`config.mk`:
```
export PLATFORM = sky130hd
export DESIGN_NAME = bandpass_sine_saturation_unit
export DESIGN_NICKNAME = d
export VERILOG_FILES = /design/src/rtl/bpss_pkg.sv /design/src/rtl/bandpass_sine_saturation_unit.sv
export VERILOG_INCLUDE_DIRS = /design/src /design/src/rtl
export SDC_FILE = /design/constraint.sdc
export NUM_CORES = 2
export LEC_CHECK = 0
export BUFFER_PORTS_ARGS = -buffer_cell sky130_fd_sc_hd__buf_2
export CORE_AREA = 4 4 374 376
export DETAILED_ROUTE_END_ITERATION = 16
export DIE_AREA = 0 0 378 380
export GPL_TIMING_DRIVEN = 0
export HOLD_SLACK_MARGIN = 0.05
export PLACE_DENSITY = 0.79
export SYNTH_ARGS = -nofsm -noshare
export SYNTH_HDL_FRONTEND = slang
export SYNTH_SLANG_ARGS = --single-unit
```
`constraint.sdc`:
```
create_clock -name clk -period 14.86 [get_ports clk]
set_input_delay 2.972 -clock clk [delete_from_list [all_inputs] [get_ports clk]]
set_output_delay 2.972 -clock clk [all_outputs]
set_load 0.1 [all_outputs]
```
`src/rtl/assert_macros.svh`:
```
// Assertion macros used by the RTL files
`ifndef ASSERT_MACROS_SVH
`define ASSERT_MACROS_SVH
`ifndef SYNTHESIS
`define ASSERT_IMPLY(label, clk, rst_n, pre, post, msg) \
    label: assert property (@(posedge clk) disable iff (!rst_n) (pre) |-> (post)) else $error(msg);
`define ASSERT_NEXT(label, clk, rst_n, pre, post, msg) \
    label: assert property (@(posedge clk) disable iff (!rst_n) (pre) |=> (post)) else $error(msg);
`define ASSERT_ALWAYS(label, clk, rst_n, cond, msg) \
    label: assert property (@(posedge clk) disable iff (!rst_n) (cond)) else $error(msg);
`else
`define ASSERT_IMPLY(label, clk, rst_n, pre, post, msg)
`define ASSERT_NEXT(label, clk, rst_n, pre, post, msg)
`define ASSERT_ALWAYS(label, clk, rst_n, cond, msg)
`endif
`endif

```
`src/rtl/bpss_pkg.sv`:
```
// Constants, register indexes and helper functions of the bandpass sine saturation unit
`timescale 1ns / 1ps
package bpss_pkg;

    localparam int SAMPLE_BITS_DEF = 24;
    localparam int COEF_BITS_DEF   = 32;

    // register indexes on the configuration port
    localparam logic [2:0] REG_COEF_B0        = 3'd0;
    localparam logic [2:0] REG_COEF_A1        = 3'd1;
    localparam logic [2:0] REG_COEF_A2        = 3'd2;
    localparam logic [2:0] REG_BOOST_GAIN     = 3'd3;
    localparam logic [2:0] REG_INVERSE_BOOST  = 3'd4;
    localparam logic [2:0] REG_PHASE_OFFSET   = 3'd5;
    localparam logic [2:0] REG_SINE_OF_OFFSET = 3'd6;
    localparam logic [2:0] REG_WET_MIX        = 3'd7;

    // register reset values, truncated to the coefficient width where used
    localparam logic [63:0] COEF_B0_RESET        = 64'd676000000;
    localparam logic [63:0] COEF_A1_RESET        = -64'sd794000000;
    localparam logic [63:0] COEF_A2_RESET        = -64'sd279000000;
    localparam logic [24:0] BOOST_GAIN_RESET     = 25'd16777216;
    localparam logic [31:0] INVERSE_BOOST_RESET  = 32'd4194304;
    localparam logic [23:0] PHASE_OFFSET_RESET   = 24'd0;
    localparam logic [23:0] SINE_OF_OFFSET_RESET = 24'd0;
    localparam logic [16:0] WET_MIX_RESET        = 17'd65536;

    localparam logic [16:0] WET_FULL    = 17'd65536;
    localparam int          WET_FRAC    = 16;
    localparam logic [31:0] DITHER_SEED = 32'h2545F491;
    // 1/(2*pi) in Q0.32
    localparam logic [29:0] INV_TWO_PI  = 30'd683565276;
    localparam int          PHASE_LSB   = 22;
    localparam int          ARG_BITS    = 44;
    localparam int          ACC_BITS    = 34;
    localparam logic [2:0]  POLY_LAST   = 3'd4;

    // odd sine polynomial over a quarter wave, Q2.30, highest order first
    function automatic logic signed [ACC_BITS-1:0] sine_poly(input logic [2:0] idx);
        logic signed [ACC_BITS-1:0] c;
        case (idx)
            3'd0:    c = 34'sd172272;
            3'd1:    c = -34'sd5026995;
            3'd2:    c = 34'sd85569306;
            3'd3:    c = -34'sd693598668;
            3'd4:    c = 34'sd1686629713;
            default: c = '0;
        endcase
        return c;
    endfunction

    // advance the xorshift32 generator by one step
    function automatic logic [31:0] xorshift32(input logic [31:0] s);
        logic [31:0] t;
        t = s ^ (s << 13);
        t = t ^ (t >> 17);
        t = t ^ (t << 5);
        return t;
    endfunction

endpackage

```
`src/rtl/bandpass_sine_saturation_unit.sv`:
```
// Bandpass biquad with sine saturation, wet mix and LSB dither, on one bit-serial multiplier
// A new sample is accepted only in idle, after the last one has reached the output register.
// The shift-add multiplier takes one multiplier bit per cycle for each of fourteen products in turn.
// A finished sample waits in the output register while the next one is taken in.
// Reset (async, active low) loads the default registers, clears both delays, seeds the dither.
`timescale 1ns / 1ps
`include "assert_macros.svh"
module bandpass_sine_saturation_unit #(
    parameter int SAMPLE_BITS = bpss_pkg::SAMPLE_BITS_DEF,
    parameter int COEF_BITS   = bpss_pkg::COEF_BITS_DEF
) (
    input  logic                                          clk,
    input  logic                                          rst_n,
    input  logic                                          in_valid,
    output logic                                          in_ready,
    input  logic signed [SAMPLE_BITS-1:0]                 in_sample,
    output logic                                          out_valid,
    input  logic                                          out_ready,
    output logic signed [SAMPLE_BITS-1:0]                 out_sample,
    input  logic                                          cfg_write,
    input  logic [2:0]                                    cfg_index,
    input  logic [((COEF_BITS > 32) ? COEF_BITS : 32)-1:0] cfg_data
);

    localparam int DB    = SAMPLE_BITS + 24;
    localparam int DB3   = DB + 3;
    localparam int DF    = SAMPLE_BITS + 15;
    localparam int OSH   = DF - (SAMPLE_BITS - 1);
    localparam int AW    = DB + 4;
    localparam int BW    = (COEF_BITS > 33) ? COEF_BITS : 33;
    localparam int PW    = AW + BW;
    localparam int PW1   = PW + 1;
    localparam int CNTW  = $clog2(BW + 1);
    localparam int ACCW  = bpss_pkg::ACC_BITS;
    localparam int ACCW1 = ACCW + 1;
    localparam int ARGW  = bpss_pkg::ARG_BITS;

    localparam int SH_XB0   = COEF_BITS - 18;
    localparam int SH_FA    = COEF_BITS - 2;
    localparam int SH_ARG   = DF;
    localparam int SH_POLY  = 30;
    localparam int SH_SHAPE = 39 - SAMPLE_BITS;
    localparam int SH_MIX   = bpss_pkg::WET_FRAC;

    localparam logic [PW-1:0] HALF_XB0    = (PW'(1) << SH_XB0) >> 1;
    localparam logic [PW-1:0] HALF_FA     = (PW'(1) << SH_FA) >> 1;
    localparam logic [PW-1:0] HALF_ARG    = (PW'(1) << SH_ARG) >> 1;
    localparam logic [PW-1:0] HALF_MIX    = (PW'(1) << SH_MIX) >> 1;
    localparam logic [PW-1:0] FLOOR_POLY  = (PW'(1) << SH_POLY) - PW'(1);
    localparam logic [PW-1:0] FLOOR_SHAPE = (PW'(1) << SH_SHAPE) - PW'(1);

    // sequencer states
    localparam logic [2:0] ST_IDLE = 3'd0;
    localparam logic [2:0] ST_LOAD = 3'd1;
    localparam logic [2:0] ST_MUL  = 3'd2;
    localparam logic [2:0] ST_RND  = 3'd3;
    localparam logic [2:0] ST_SGN  = 3'd4;
    localparam logic [2:0] ST_NEXT = 3'd5;
    localparam logic [2:0] ST_OUT  = 3'd6;

    // products in the order they are formed
    localparam logic [3:0] OP_XB0   = 4'd0;
    localparam logic [3:0] OP_FA1   = 4'd1;
    localparam logic [3:0] OP_FA2   = 4'd2;
    localparam logic [3:0] OP_ARG   = 4'd3;
    localparam logic [3:0] OP_PHASE = 4'd4;
    localparam logic [3:0] OP_U2    = 4'd5;
    localparam logic [3:0] OP_POLY  = 4'd6;
    localparam logic [3:0] OP_POLYU = 4'd7;
    localparam logic [3:0] OP_SHAPE = 4'd8;
    localparam logic [3:0] OP_MIXW  = 4'd9;
    localparam logic [3:0] OP_MIXD  = 4'd10;

    // configuration registers
    logic signed [COEF_BITS-1:0] coef_b0_reg, coef_a1_reg, coef_a2_reg;
    logic [24:0]                 boost_gain_reg;
    logic [31:0]                 inverse_boost_reg;
    logic signed [23:0]          phase_offset_reg, sine_of_offset_reg;
    logic [16:0]                 wet_mix_reg;

    // control and filter state
    logic [2:0]             state_reg, state_next;
    logic [3:0]             op_reg, op_next;
    logic [CNTW-1:0]        cnt_reg, cnt_next;
    logic [2:0]             poly_idx_reg, poly_idx_next;
    logic signed [DB-1:0]   d1_reg, d1_next, d2_reg, d2_next;
    logic [31:0]            dither_reg, dither_next;
    logic                   out_valid_reg, out_valid_next;

    // datapath registers
    logic signed [SAMPLE_BITS-1:0] x_reg, x_next;
    logic signed [SAMPLE_BITS-1:0] out_sample_reg, out_sample_next;
    logic signed [DB-1:0]   xb0_reg, xb0_next, f_reg, f_next;
    logic signed [DB+1:0]   mix_reg, mix_next;
    logic [1:0]             quad_reg, quad_next;
    logic [30:0]            u_reg, u_next, u2_reg, u2_next;
    logic signed [AW-1:0]   opa_reg, opa_next;
    logic signed [BW-1:0]   opb_reg, opb_next;
    logic [PW-1:0]          mag_a_reg, mag_a_next;
    logic [BW-1:0]          mag_b_reg, mag_b_next;
    logic [PW-1:0]          prod_reg, prod_next;
    logic                   neg_reg, neg_next;
    logic signed [PW:0]     res_reg, res_next;

    // combinational helpers
    logic [16:0]            wet_c;
    logic signed [AW-1:0]   xd_w;
    logic [AW-1:0]          opa_abs;
    logic [BW-1:0]          opb_abs;
    logic [CNTW-1:0]        op_len;
    logic [PW-1:0]          rnd_add, rnd_sum, rnd_val;
    logic                   flip;
    logic signed [PW:0]     sgn_val;
    logic signed [DB-1:0]   xb0_res;
    logic signed [DB+1:0]   res_db;
    logic signed [ACCW-1:0] res_acc, acc_sum;
    logic signed [ARGW-1:0] res_arg, arg_sum;
    logic signed [DB3-1:0]  f_sum, d1_sum, d2_sum, y_sum, o_sum, o_sh;
    logic signed [DB-1:0]   f_sat, y_sat;
    logic [31:0]            phase;
    logic [30:0]            u_val;
    logic signed [ACCW:0]   s_val;
    logic signed [SAMPLE_BITS-1:0] o_sat;

    // saturate a widened sum to the delay width
    function automatic logic signed [DB-1:0] sat_db(input logic signed [DB3-1:0] v);
        logic [3:0] top;
        logic signed [DB-1:0] r;
        top = v[DB3-1:DB-1];
        if ((&top) || !(|top))
        begin
            r = v[DB-1:0];
        end
        else if (v[DB3-1])
        begin
            r = {1'b1, {(DB-1){1'b0}}};
        end
        else
        begin
            r = {1'b0, {(DB-1){1'b1}}};
        end
        return r;
    endfunction

    assign in_ready   = (state_reg == ST_IDLE);
    assign out_valid  = out_valid_reg;
    assign out_sample = out_sample_reg;

    // operand preparation
    always_comb
    begin
        wet_c   = (wet_mix_reg > bpss_pkg::WET_FULL) ? bpss_pkg::WET_FULL : wet_mix_reg;
        xd_w    = AW'(x_reg) <<< OSH;
        opa_abs = opa_reg[AW-1] ? AW'(-opa_reg) : AW'(opa_reg);
        opb_abs = opb_reg[BW-1] ? BW'(-opb_reg) : BW'(opb_reg);
        case (op_reg)
            OP_XB0, OP_FA1, OP_FA2: op_len = CNTW'(COEF_BITS);
            OP_ARG:                 op_len = CNTW'(32);
            OP_PHASE:               op_len = CNTW'(30);
            OP_U2, OP_POLY, OP_POLYU: op_len = CNTW'(31);
            OP_SHAPE:               op_len = CNTW'(25);
            OP_MIXW, OP_MIXD:       op_len = CNTW'(17);
            default:                op_len = CNTW'(1);
        endcase
    end

    // rounding, scaling and sign of a finished product
    always_comb
    begin
        case (op_reg)
            OP_XB0:                   rnd_add = HALF_XB0;
            OP_FA1, OP_FA2:           rnd_add = HALF_FA;
            OP_ARG:                   rnd_add = HALF_ARG;
            OP_MIXW, OP_MIXD:         rnd_add = HALF_MIX;
            OP_U2, OP_POLY, OP_POLYU: rnd_add = neg_reg ? FLOOR_POLY : '0;
            OP_SHAPE:                 rnd_add = neg_reg ? FLOOR_SHAPE : '0;
            default:                  rnd_add = '0;
        endcase
        rnd_sum = prod_reg + rnd_add;
        case (op_reg)
            OP_XB0:                   rnd_val = rnd_sum >> SH_XB0;
            OP_FA1, OP_FA2:           rnd_val = rnd_sum >> SH_FA;
            OP_ARG:                   rnd_val = rnd_sum >> SH_ARG;
            OP_MIXW, OP_MIXD:         rnd_val = rnd_sum >> SH_MIX;
            OP_U2, OP_POLY, OP_POLYU: rnd_val = rnd_sum >> SH_POLY;
            OP_SHAPE:                 rnd_val = rnd_sum >> SH_SHAPE;
            default:                  rnd_val = rnd_sum;
        endcase
        // lower half of the wave negates the sine after its floor
        flip    = (op_reg == OP_POLYU) && quad_reg[1];
        sgn_val = (neg_reg ^ flip) ? -$signed({1'b0, prod_reg}) : $signed({1'b0, prod_reg});
    end

    // per-product arithmetic on the signed result
    always_comb
    begin
        xb0_res = res_reg[DB-1:0];
        res_db  = res_reg[DB+1:0];
        res_acc = res_reg[ACCW-1:0];
        res_arg = res_reg[ARGW-1:0];
        f_sum   = DB3'(xb0_res) + DB3'(d1_reg);
        d1_sum  = DB3'(d2_reg) - DB3'(res_db);
        d2_sum  = -DB3'(xb0_reg) - DB3'(res_db);
        y_sum   = DB3'(f_reg) + DB3'(res_db);
        f_sat   = sat_db(f_sum);
        y_sat   = sat_db(y_sum);
        arg_sum = res_arg + ARGW'(phase_offset_reg);
        phase   = res_reg[bpss_pkg::PHASE_LSB +: 32];
        u_val   = phase[30] ? ((31'd1 << 30) - {1'b0, phase[29:0]}) : {1'b0, phase[29:0]};
        acc_sum = bpss_pkg::sine_poly(poly_idx_reg) + res_acc;
        s_val   = ACCW1'(res_acc) - ACCW1'($signed({sine_of_offset_reg, 8'h00}));
    end

    // dither, final shift and output saturation
    always_comb
    begin
        o_sum = DB3'(mix_reg) + DB3'({1'b0, dither_reg[31:32-OSH]});
        o_sh  = o_sum >>> OSH;
        if ((&o_sh[DB3-1:SAMPLE_BITS-1]) || !(|o_sh[DB3-1:SAMPLE_BITS-1]))
        begin
            o_sat = o_sh[SAMPLE_BITS-1:0];
        end
        else if (o_sh[DB3-1])
        begin
            o_sat = {1'b1, {(SAMPLE_BITS-1){1'b0}}};
        end
        else
        begin
            o_sat = {1'b0, {(SAMPLE_BITS-1){1'b1}}};
        end
    end

    // sequencer
    always_comb
    begin
        state_next      = state_reg;
        op_next         = op_reg;
        cnt_next        = cnt_reg;
        poly_idx_next   = poly_idx_reg;
        d1_next         = d1_reg;
        d2_next         = d2_reg;
        dither_next     = dither_reg;
        out_valid_next  = out_valid_reg;
        x_next          = x_reg;
        out_sample_next = out_sample_reg;
        xb0_next        = xb0_reg;
        f_next          = f_reg;
        mix_next        = mix_reg;
        quad_next       = quad_reg;
        u_next          = u_reg;
        u2_next         = u2_reg;
        opa_next        = opa_reg;
        opb_next        = opb_reg;
        mag_a_next      = mag_a_reg;
        mag_b_next      = mag_b_reg;
        prod_next       = prod_reg;
        neg_next        = neg_reg;
        res_next        = res_reg;

        // drop the output once it is transferred
        if (out_valid_reg && out_ready)
        begin
            out_valid_next = 1'b0;
        end

        case (state_reg)
            ST_IDLE:
            begin
                if (in_valid)
                begin
                    x_next     = in_sample;
                    opa_next   = AW'(in_sample);
                    opb_next   = BW'(coef_b0_reg);
                    op_next    = OP_XB0;
                    state_next = ST_LOAD;
                end
            end
            ST_LOAD:
            begin
                mag_a_next = PW'(opa_abs);
                mag_b_next = opb_abs;
                neg_next   = opa_reg[AW-1] ^ opb_reg[BW-1];
                prod_next  = '0;
                cnt_next   = op_len;
                state_next = ST_MUL;
            end
            ST_MUL:
            begin
                if (mag_b_reg[0])
                begin
                    prod_next = prod_reg + mag_a_reg;
                end
                mag_a_next = mag_a_reg << 1;
                mag_b_next = mag_b_reg >> 1;
                cnt_next   = cnt_reg - CNTW'(1);
                if (cnt_reg == CNTW'(1))
                begin
                    state_next = ST_RND;
                end
            end
            ST_RND:
            begin
                prod_next  = rnd_val;
                state_next = ST_SGN;
            end
            ST_SGN:
            begin
                res_next   = sgn_val;
                state_next = ST_NEXT;
            end
            ST_NEXT:
            begin
                state_next = ST_LOAD;
                case (op_reg)
                    OP_XB0:
                    begin
                        xb0_next = xb0_res;
                        f_next   = f_sat;
                        opa_next = AW'(f_sat);
                        opb_next = BW'(coef_a1_reg);
                        op_next  = OP_FA1;
                    end
                    OP_FA1:
                    begin
                        d1_next  = sat_db(d1_sum);
                        opa_next = AW'(f_reg);
                        opb_next = BW'(coef_a2_reg);
                        op_next  = OP_FA2;
                    end
                    OP_FA2:
                    begin
                        d2_next  = sat_db(d2_sum);
                        opa_next = xd_w - AW'(f_reg);
                        opb_next = BW'(inverse_boost_reg);
                        op_next  = OP_ARG;
                    end
                    OP_ARG:
                    begin
                        opa_next = AW'(arg_sum);
                        opb_next = BW'(bpss_pkg::INV_TWO_PI);
                        op_next  = OP_PHASE;
                    end
                    OP_PHASE:
                    begin
                        quad_next = phase[31:30];
                        u_next    = u_val;
                        opa_next  = AW'(u_val);
                        opb_next  = BW'(u_val);
                        op_next   = OP_U2;
                    end
                    OP_U2:
                    begin
                        u2_next       = res_reg[30:0];
                        poly_idx_next = 3'd1;
                        opa_next      = AW'(bpss_pkg::sine_poly(3'd0));
                        opb_next      = BW'(res_reg[30:0]);
                        op_next       = OP_POLY;
                    end
                    OP_POLY:
                    begin
                        opa_next = AW'(acc_sum);
                        if (poly_idx_reg == bpss_pkg::POLY_LAST)
                        begin
                            opb_next = BW'(u_reg);
                            op_next  = OP_POLYU;
                        end
                        else
                        begin
                            poly_idx_next = poly_idx_reg + 3'd1;
                            opb_next      = BW'(u2_reg);
                        end
                    end
                    OP_POLYU:
                    begin
                        opa_next = AW'(s_val);
                        opb_next = BW'(boost_gain_reg);
                        op_next  = OP_SHAPE;
                    end
                    OP_SHAPE:
                    begin
                        opa_next = AW'(y_sat);
                        opb_next = BW'(wet_c);
                        op_next  = OP_MIXW;
                    end
                    OP_MIXW:
                    begin
                        mix_next = res_db;
                        opa_next = xd_w;
                        opb_next = BW'(bpss_pkg::WET_FULL - wet_c);
                        op_next  = OP_MIXD;
                    end
                    OP_MIXD:
                    begin
                        mix_next    = mix_reg + res_db;
                        dither_next = bpss_pkg::xorshift32(dither_reg);
                        state_next  = ST_OUT;
                    end
                    default:
                    begin
                        state_next = ST_IDLE;
                    end
                endcase
            end
            ST_OUT:
            begin
                // hold until the output register is free
                if (!out_valid_reg || out_ready)
                begin
                    out_sample_next = o_sat;
                    out_valid_next  = 1'b1;
                    state_next      = ST_IDLE;
                end
            end
            default:
            begin
                state_next = ST_IDLE;
            end
        endcase
    end

    // control state and configuration registers
    always_ff @(posedge clk or negedge rst_n)
    begin
        if (!rst_n)
        begin
            state_reg          <= ST_IDLE;
            op_reg             <= OP_XB0;
            cnt_reg            <= '0;
            poly_idx_reg       <= '0;
            d1_reg             <= '0;
            d2_reg             <= '0;
            dither_reg         <= bpss_pkg::DITHER_SEED;
            out_valid_reg      <= 1'b0;
            coef_b0_reg        <= COEF_BITS'(bpss_pkg::COEF_B0_RESET);
            coef_a1_reg        <= COEF_BITS'(bpss_pkg::COEF_A1_RESET);
            coef_a2_reg        <= COEF_BITS'(bpss_pkg::COEF_A2_RESET);
            boost_gain_reg     <= bpss_pkg::BOOST_GAIN_RESET;
            inverse_boost_reg  <= bpss_pkg::INVERSE_BOOST_RESET;
            phase_offset_reg   <= bpss_pkg::PHASE_OFFSET_RESET;
            sine_of_offset_reg <= bpss_pkg::SINE_OF_OFFSET_RESET;
            wet_mix_reg        <= bpss_pkg::WET_MIX_RESET;
        end
        else
        begin
            state_reg     <= state_next;
            op_reg        <= op_next;
            cnt_reg       <= cnt_next;
            poly_idx_reg  <= poly_idx_next;
            d1_reg        <= d1_next;
            d2_reg        <= d2_next;
            dither_reg    <= dither_next;
            out_valid_reg <= out_valid_next;
            if (cfg_write)
            begin
                case (cfg_index)
                    bpss_pkg::REG_COEF_B0:        coef_b0_reg <= cfg_data[COEF_BITS-1:0];
                    bpss_pkg::REG_COEF_A1:        coef_a1_reg <= cfg_data[COEF_BITS-1:0];
                    bpss_pkg::REG_COEF_A2:        coef_a2_reg <= cfg_data[COEF_BITS-1:0];
                    bpss_pkg::REG_BOOST_GAIN:     boost_gain_reg <= cfg_data[24:0];
                    bpss_pkg::REG_INVERSE_BOOST:  inverse_boost_reg <= cfg_data[31:0];
                    bpss_pkg::REG_PHASE_OFFSET:   phase_offset_reg <= cfg_data[23:0];
                    bpss_pkg::REG_SINE_OF_OFFSET: sine_of_offset_reg <= cfg_data[23:0];
                    bpss_pkg::REG_WET_MIX:        wet_mix_reg <= cfg_data[16:0];
                    default:                      ;
                endcase
            end
        end
    end

    // datapath registers
    always_ff @(posedge clk)
    begin
        x_reg          <= x_next;
        out_sample_reg <= out_sample_next;
        xb0_reg        <= xb0_next;
        f_reg          <= f_next;
        mix_reg        <= mix_next;
        quad_reg       <= quad_next;
        u_reg          <= u_next;
        u2_reg         <= u2_next;
        opa_reg        <= opa_next;
        opb_reg        <= opb_next;
        mag_a_reg      <= mag_a_next;
        mag_b_reg      <= mag_b_next;
        prod_reg       <= prod_next;
        neg_reg        <= neg_next;
        res_reg        <= res_next;
    end

    `ASSERT_IMPLY(a_mul_count, clk, rst_n, state_reg == ST_MUL, cnt_reg != '0, "multiplier ran out of count")
    `ASSERT_NEXT(a_accept_load, clk, rst_n, in_valid && in_ready, state_reg == ST_LOAD, "transfer did not start a product")
    `ASSERT_ALWAYS(a_dither_live, clk, rst_n, dither_reg != 32'h0, "dither generator stuck at zero")
    `ASSERT_NEXT(a_out_load, clk, rst_n, state_reg == ST_OUT && (!out_valid_reg || out_ready), out_valid_reg && state_reg == ST_IDLE, "result not loaded")

endmodule
```
==> metrics.md <==
| Metric | Value |
|---|---|
| Status | `finished with violations` |
| Violated checks | `max-capacitance violations, max-slew violations` |
| Core area | `between 100,000 and 150,000 um2` |
| Layout area overhead | `9.642%` |
| Reg-to-Reg End | `prod_reg[53]` |
| Crit path launch | `op_reg[1]` |
| Synth area leader | `edfxtp_1` |
| Fin crit share | `0.6083` |
| Worst slew margin | `-0.1128` |
| Worst Setup Slack, final | `just under 6000 ps` |
| Pre-CTS WS | `~6600 ps` |
| Vias per std cell | `between 7 and 8` |
| Share of cells above drive strength 1 | `0.08126` |
| Final core utilization | `0.6084` |
| Cell count after synthesis | `8,435` |
| Buffers on Ports | `85` |
| Pwr Density | `roughly 220 nW/um2` |
| Post_cts resized | `0` |
| First-pass GRT wire length | `roughly 500 mm` |
| Pin count of the biggest net entering global routing | `126` |
| Initial drt markers | `roughly 11,000` |
| Starting Density | `0.5549` |
| Worst r2r path cells | `18` |
| DIE WIDTH | `approximately 380 um` |
| Post-CTS Setup Bufs | `0` |
| Total CTS buffers | `between 100 and 150` |
| Post-synth top area share | `0.2361` |
| Clock-pin slew on the worst setup and hold paths | `60 ps` |
| CTS tree | `built` |
| Worst-margin pin slew | `roughly 1700 ps` |
| Final setup viols | `0` |
| Buf/Inv on CP | `7` |
| CP max-delay cell | `a2111oi_0` |
| Top cell by count, worst path | `clkbuf_1` |
| Post-synth ARST share | `0.3781` |
| Wire per inst | `~33 um` |
| Post-route ant nets | `0` |
| GRT overflow | `0` |
| Maximum clock rate | `roughly 0.11 GHz` |
| Maxcap violations | `18` |
| Hold buffer count at cts | `0` |
| Gr usage total | `0.4615` |
| Top cells by area, synth | `edfxtp_1, dfrtp_1, ha_1, xnor2_1, a21oi_1` |
| FF-to-FF setup slack | `~5800 ps` |
| Final nets | `about 9,300` |
| RSZ-0062 raised after global routing | `false` |
| GPL Wtd Cong | `1.120` |
| Clock Latency Late Sink | `about 780 ps` |
| CP max FO | `10` |
| Crit path DAT | `9510 ps` |
| Min cycle time layout | `between 9000 and 10,000 ps` |
| Yosys cell types | `102` |
| Max incr delay on CP | `~1200 ps` |
| Final hold violation count | `0` |
| H-tree Lvls | `3` |
| Vias in the first global route | `between 60,000 and 70,000` |
| Yosys reg bits | `between 900 and 1,000` |
| Register area share after synthesis | `0.3567` |
| Initial antenna violation count | `34` |
| Worst VDD drop | `0.0001762 V` |
| YS warnings | `0` |
| # DRC | `0` |
| Cell family with most CP delay | `buffers and inverters` |
| Total Neg Setup Slack | `0 ps` |
| Setup Skew | `between 60 and 70 ps` |
| Crit end category | `flip-flop` |
| Worst R2R Start | `op_reg[1]` |
| Root Driver | `clkbuf_16` |
| Min-Delay Path Depth | `0` |
| Crit path depth | `18` |
| Worst setup path end | `prod_reg[53]` |
| Worst Path Required | `~15,000 ps` |
| Clock Tree Buf Depth | `3` |
| Syn Nets | `9,053` |
| Post-synthesis cell area | `roughly 76,000 um2` |
| Hold crit path type | `flip-flop to flip-flop` |
| CTS sink count | `960` |
| Die ar. | `roughly 140,000 um2` |
| Cell leakage power | `around 34 nW` |
| Post-synth EDFFs | `597` |
| Most frequent cells in the layout | `nand2_1, a21oi_1, o21ai_0, edfxtp_1, ha_1` |
| Post-synth top flop | `edfxtp_1` |
| Rows | `approximately 140` |
| Synthesized area per cell | `9.000 um2` |
| Crit Path Class | `flip-flop to flip-flop` |
| Die Ht | `around 380 um` |
| Via count | `between 70,000 and 80,000` |
| CP startpoint kind | `flip-flop` |
| Max-slew violations | `200` |
| I/O pin cnt | `90` |
| Commonest non-fill, non-tap cell in the layout | `nand2_1` |
| Crit path cell chain | `clkbuf_1 > and2_1 > clkbuf_1 > nand2_1 > inv_1 > clkbuf_1 > clkbuf_1 > clkbuf_1 > ha_1 > and4_1 > o21a_1 > o22ai_2 > buf_4 > nor4_1 > xnor2_1 > o22ai_1 > a2111oi_0 > o22ai_1` |
| Post-detailed-placement half-perimeter wirelength | `between 200 and 300 mm` |
| First-pass DRT Iterations | `9` |
| Routed wire length | `about 340 mm` |
synth_stat cells, types with 86 or more instances:
library cell and instances:
nand4_1 114, a21o_1 325, o21ai_0 657, clkbuf_1 380, and3_1 133, xor2_1 328
nor3_1 125, a221oi_1 97, nor2_1 527, nand3_1 150, a211oi_1 86, ha_1 545
a21oi_1 675, nand2_1 873, o22ai_1 132, dfrtp_1 308, xnor2_1 437, edfxtp_1 597
inv_1 305, mux2_2 221
worst register-to-register path, cell delays in order, from the launching register on:
cell	delay [ps]
dfrtp_1	440
clkbuf_1	540
and2_1	220
clkbuf_1	230
nand2_1	110
inv_1	220
clkbuf_1	1060
clkbuf_1	860
clkbuf_1	930
ha_1	460
and4_1	210
o21a_1	120
o22ai_2	430
buf_4	310
nor4_1	90
xnor2_1	970
o22ai_1	200
a2111oi_0	1160
o22ai_1	190
logic make-up after synthesis:
| family | after synthesis | share of synthesized area |
|---|---|---|
| DFF | 960 | 0.3567 |
| xor gates and xnor gates | 767 | 0.08877 |
| buffers and inverters | 736 | 0.03675 |
| AOI/OAI and AO/OA | 2802 | 0.2401 |
| and+or+nand+nor | 2359 | 0.1480 |
| muxes | 255 | 0.03726 |
| adders and majority gates | 556 | 0.09246 |
power breakdown:
group / internal (mW) / leakage, nW / switching [mW]
clock: 1.65 / 1.86 / 1.28
combinational: 3.48 / 22.0 / 6.85
sequential: 3.95 / 9.83 / 0.975
worst min path at each step:
stage	startpoint	end
final	res_reg[53]	quad_reg[1]
after global routing	res_reg[53]	quad_reg[1]
after global placement	res_reg[53]	quad_reg[1]
after floorplan	res_reg[53]	quad_reg[1]
after detailed placement	res_reg[53]	quad_reg[1]
after CTS	res_reg[53]	quad_reg[1]
routing by layer:
metal  vias to the layer above  wire, um  global-route usage
met5                         -       143                   0
met4                         8     31030              0.3354
met3                      1280     45630              0.1591
met2                      5201    137700              0.6420
met1                     36310    129500              0.5931
li1                      32070         -                   -
area by class of cell:
cell class | count | area, um2
Tap cell | 1794 | 2245
Multi-Input combinational cell | 6739 | 46120
Clock buffer | 144 | 3063
Timing Repair Buffer | 119 | 1121
Antenna cell | 12 | 30.03
Fill cell | 11780 | 53580
Inverter | 307 | 1152
Sequential cell | 960 | 27080
Buffer | 429 | 1643
Clock inverter | 64 | 783.3
through the flow:
step | std cells | instance area, um2 | hold slack, ps | total power [mW]
after global routing | 10560 | 83210 | 450.3 | 18.89
after detailed placement | 10340 | 79250 | 454.6 | 14.65
after CTS | 10550 | 83100 | 468.0 | 17.61
after global placement | 10310 | 78590 | 455.9 | 14.50
after floorplan | 8435 | 75920 | 400.3 | 11.16
final | 10570 | 83230 | 456.4 | 18.18
Power figures use the tool's default switching activity.
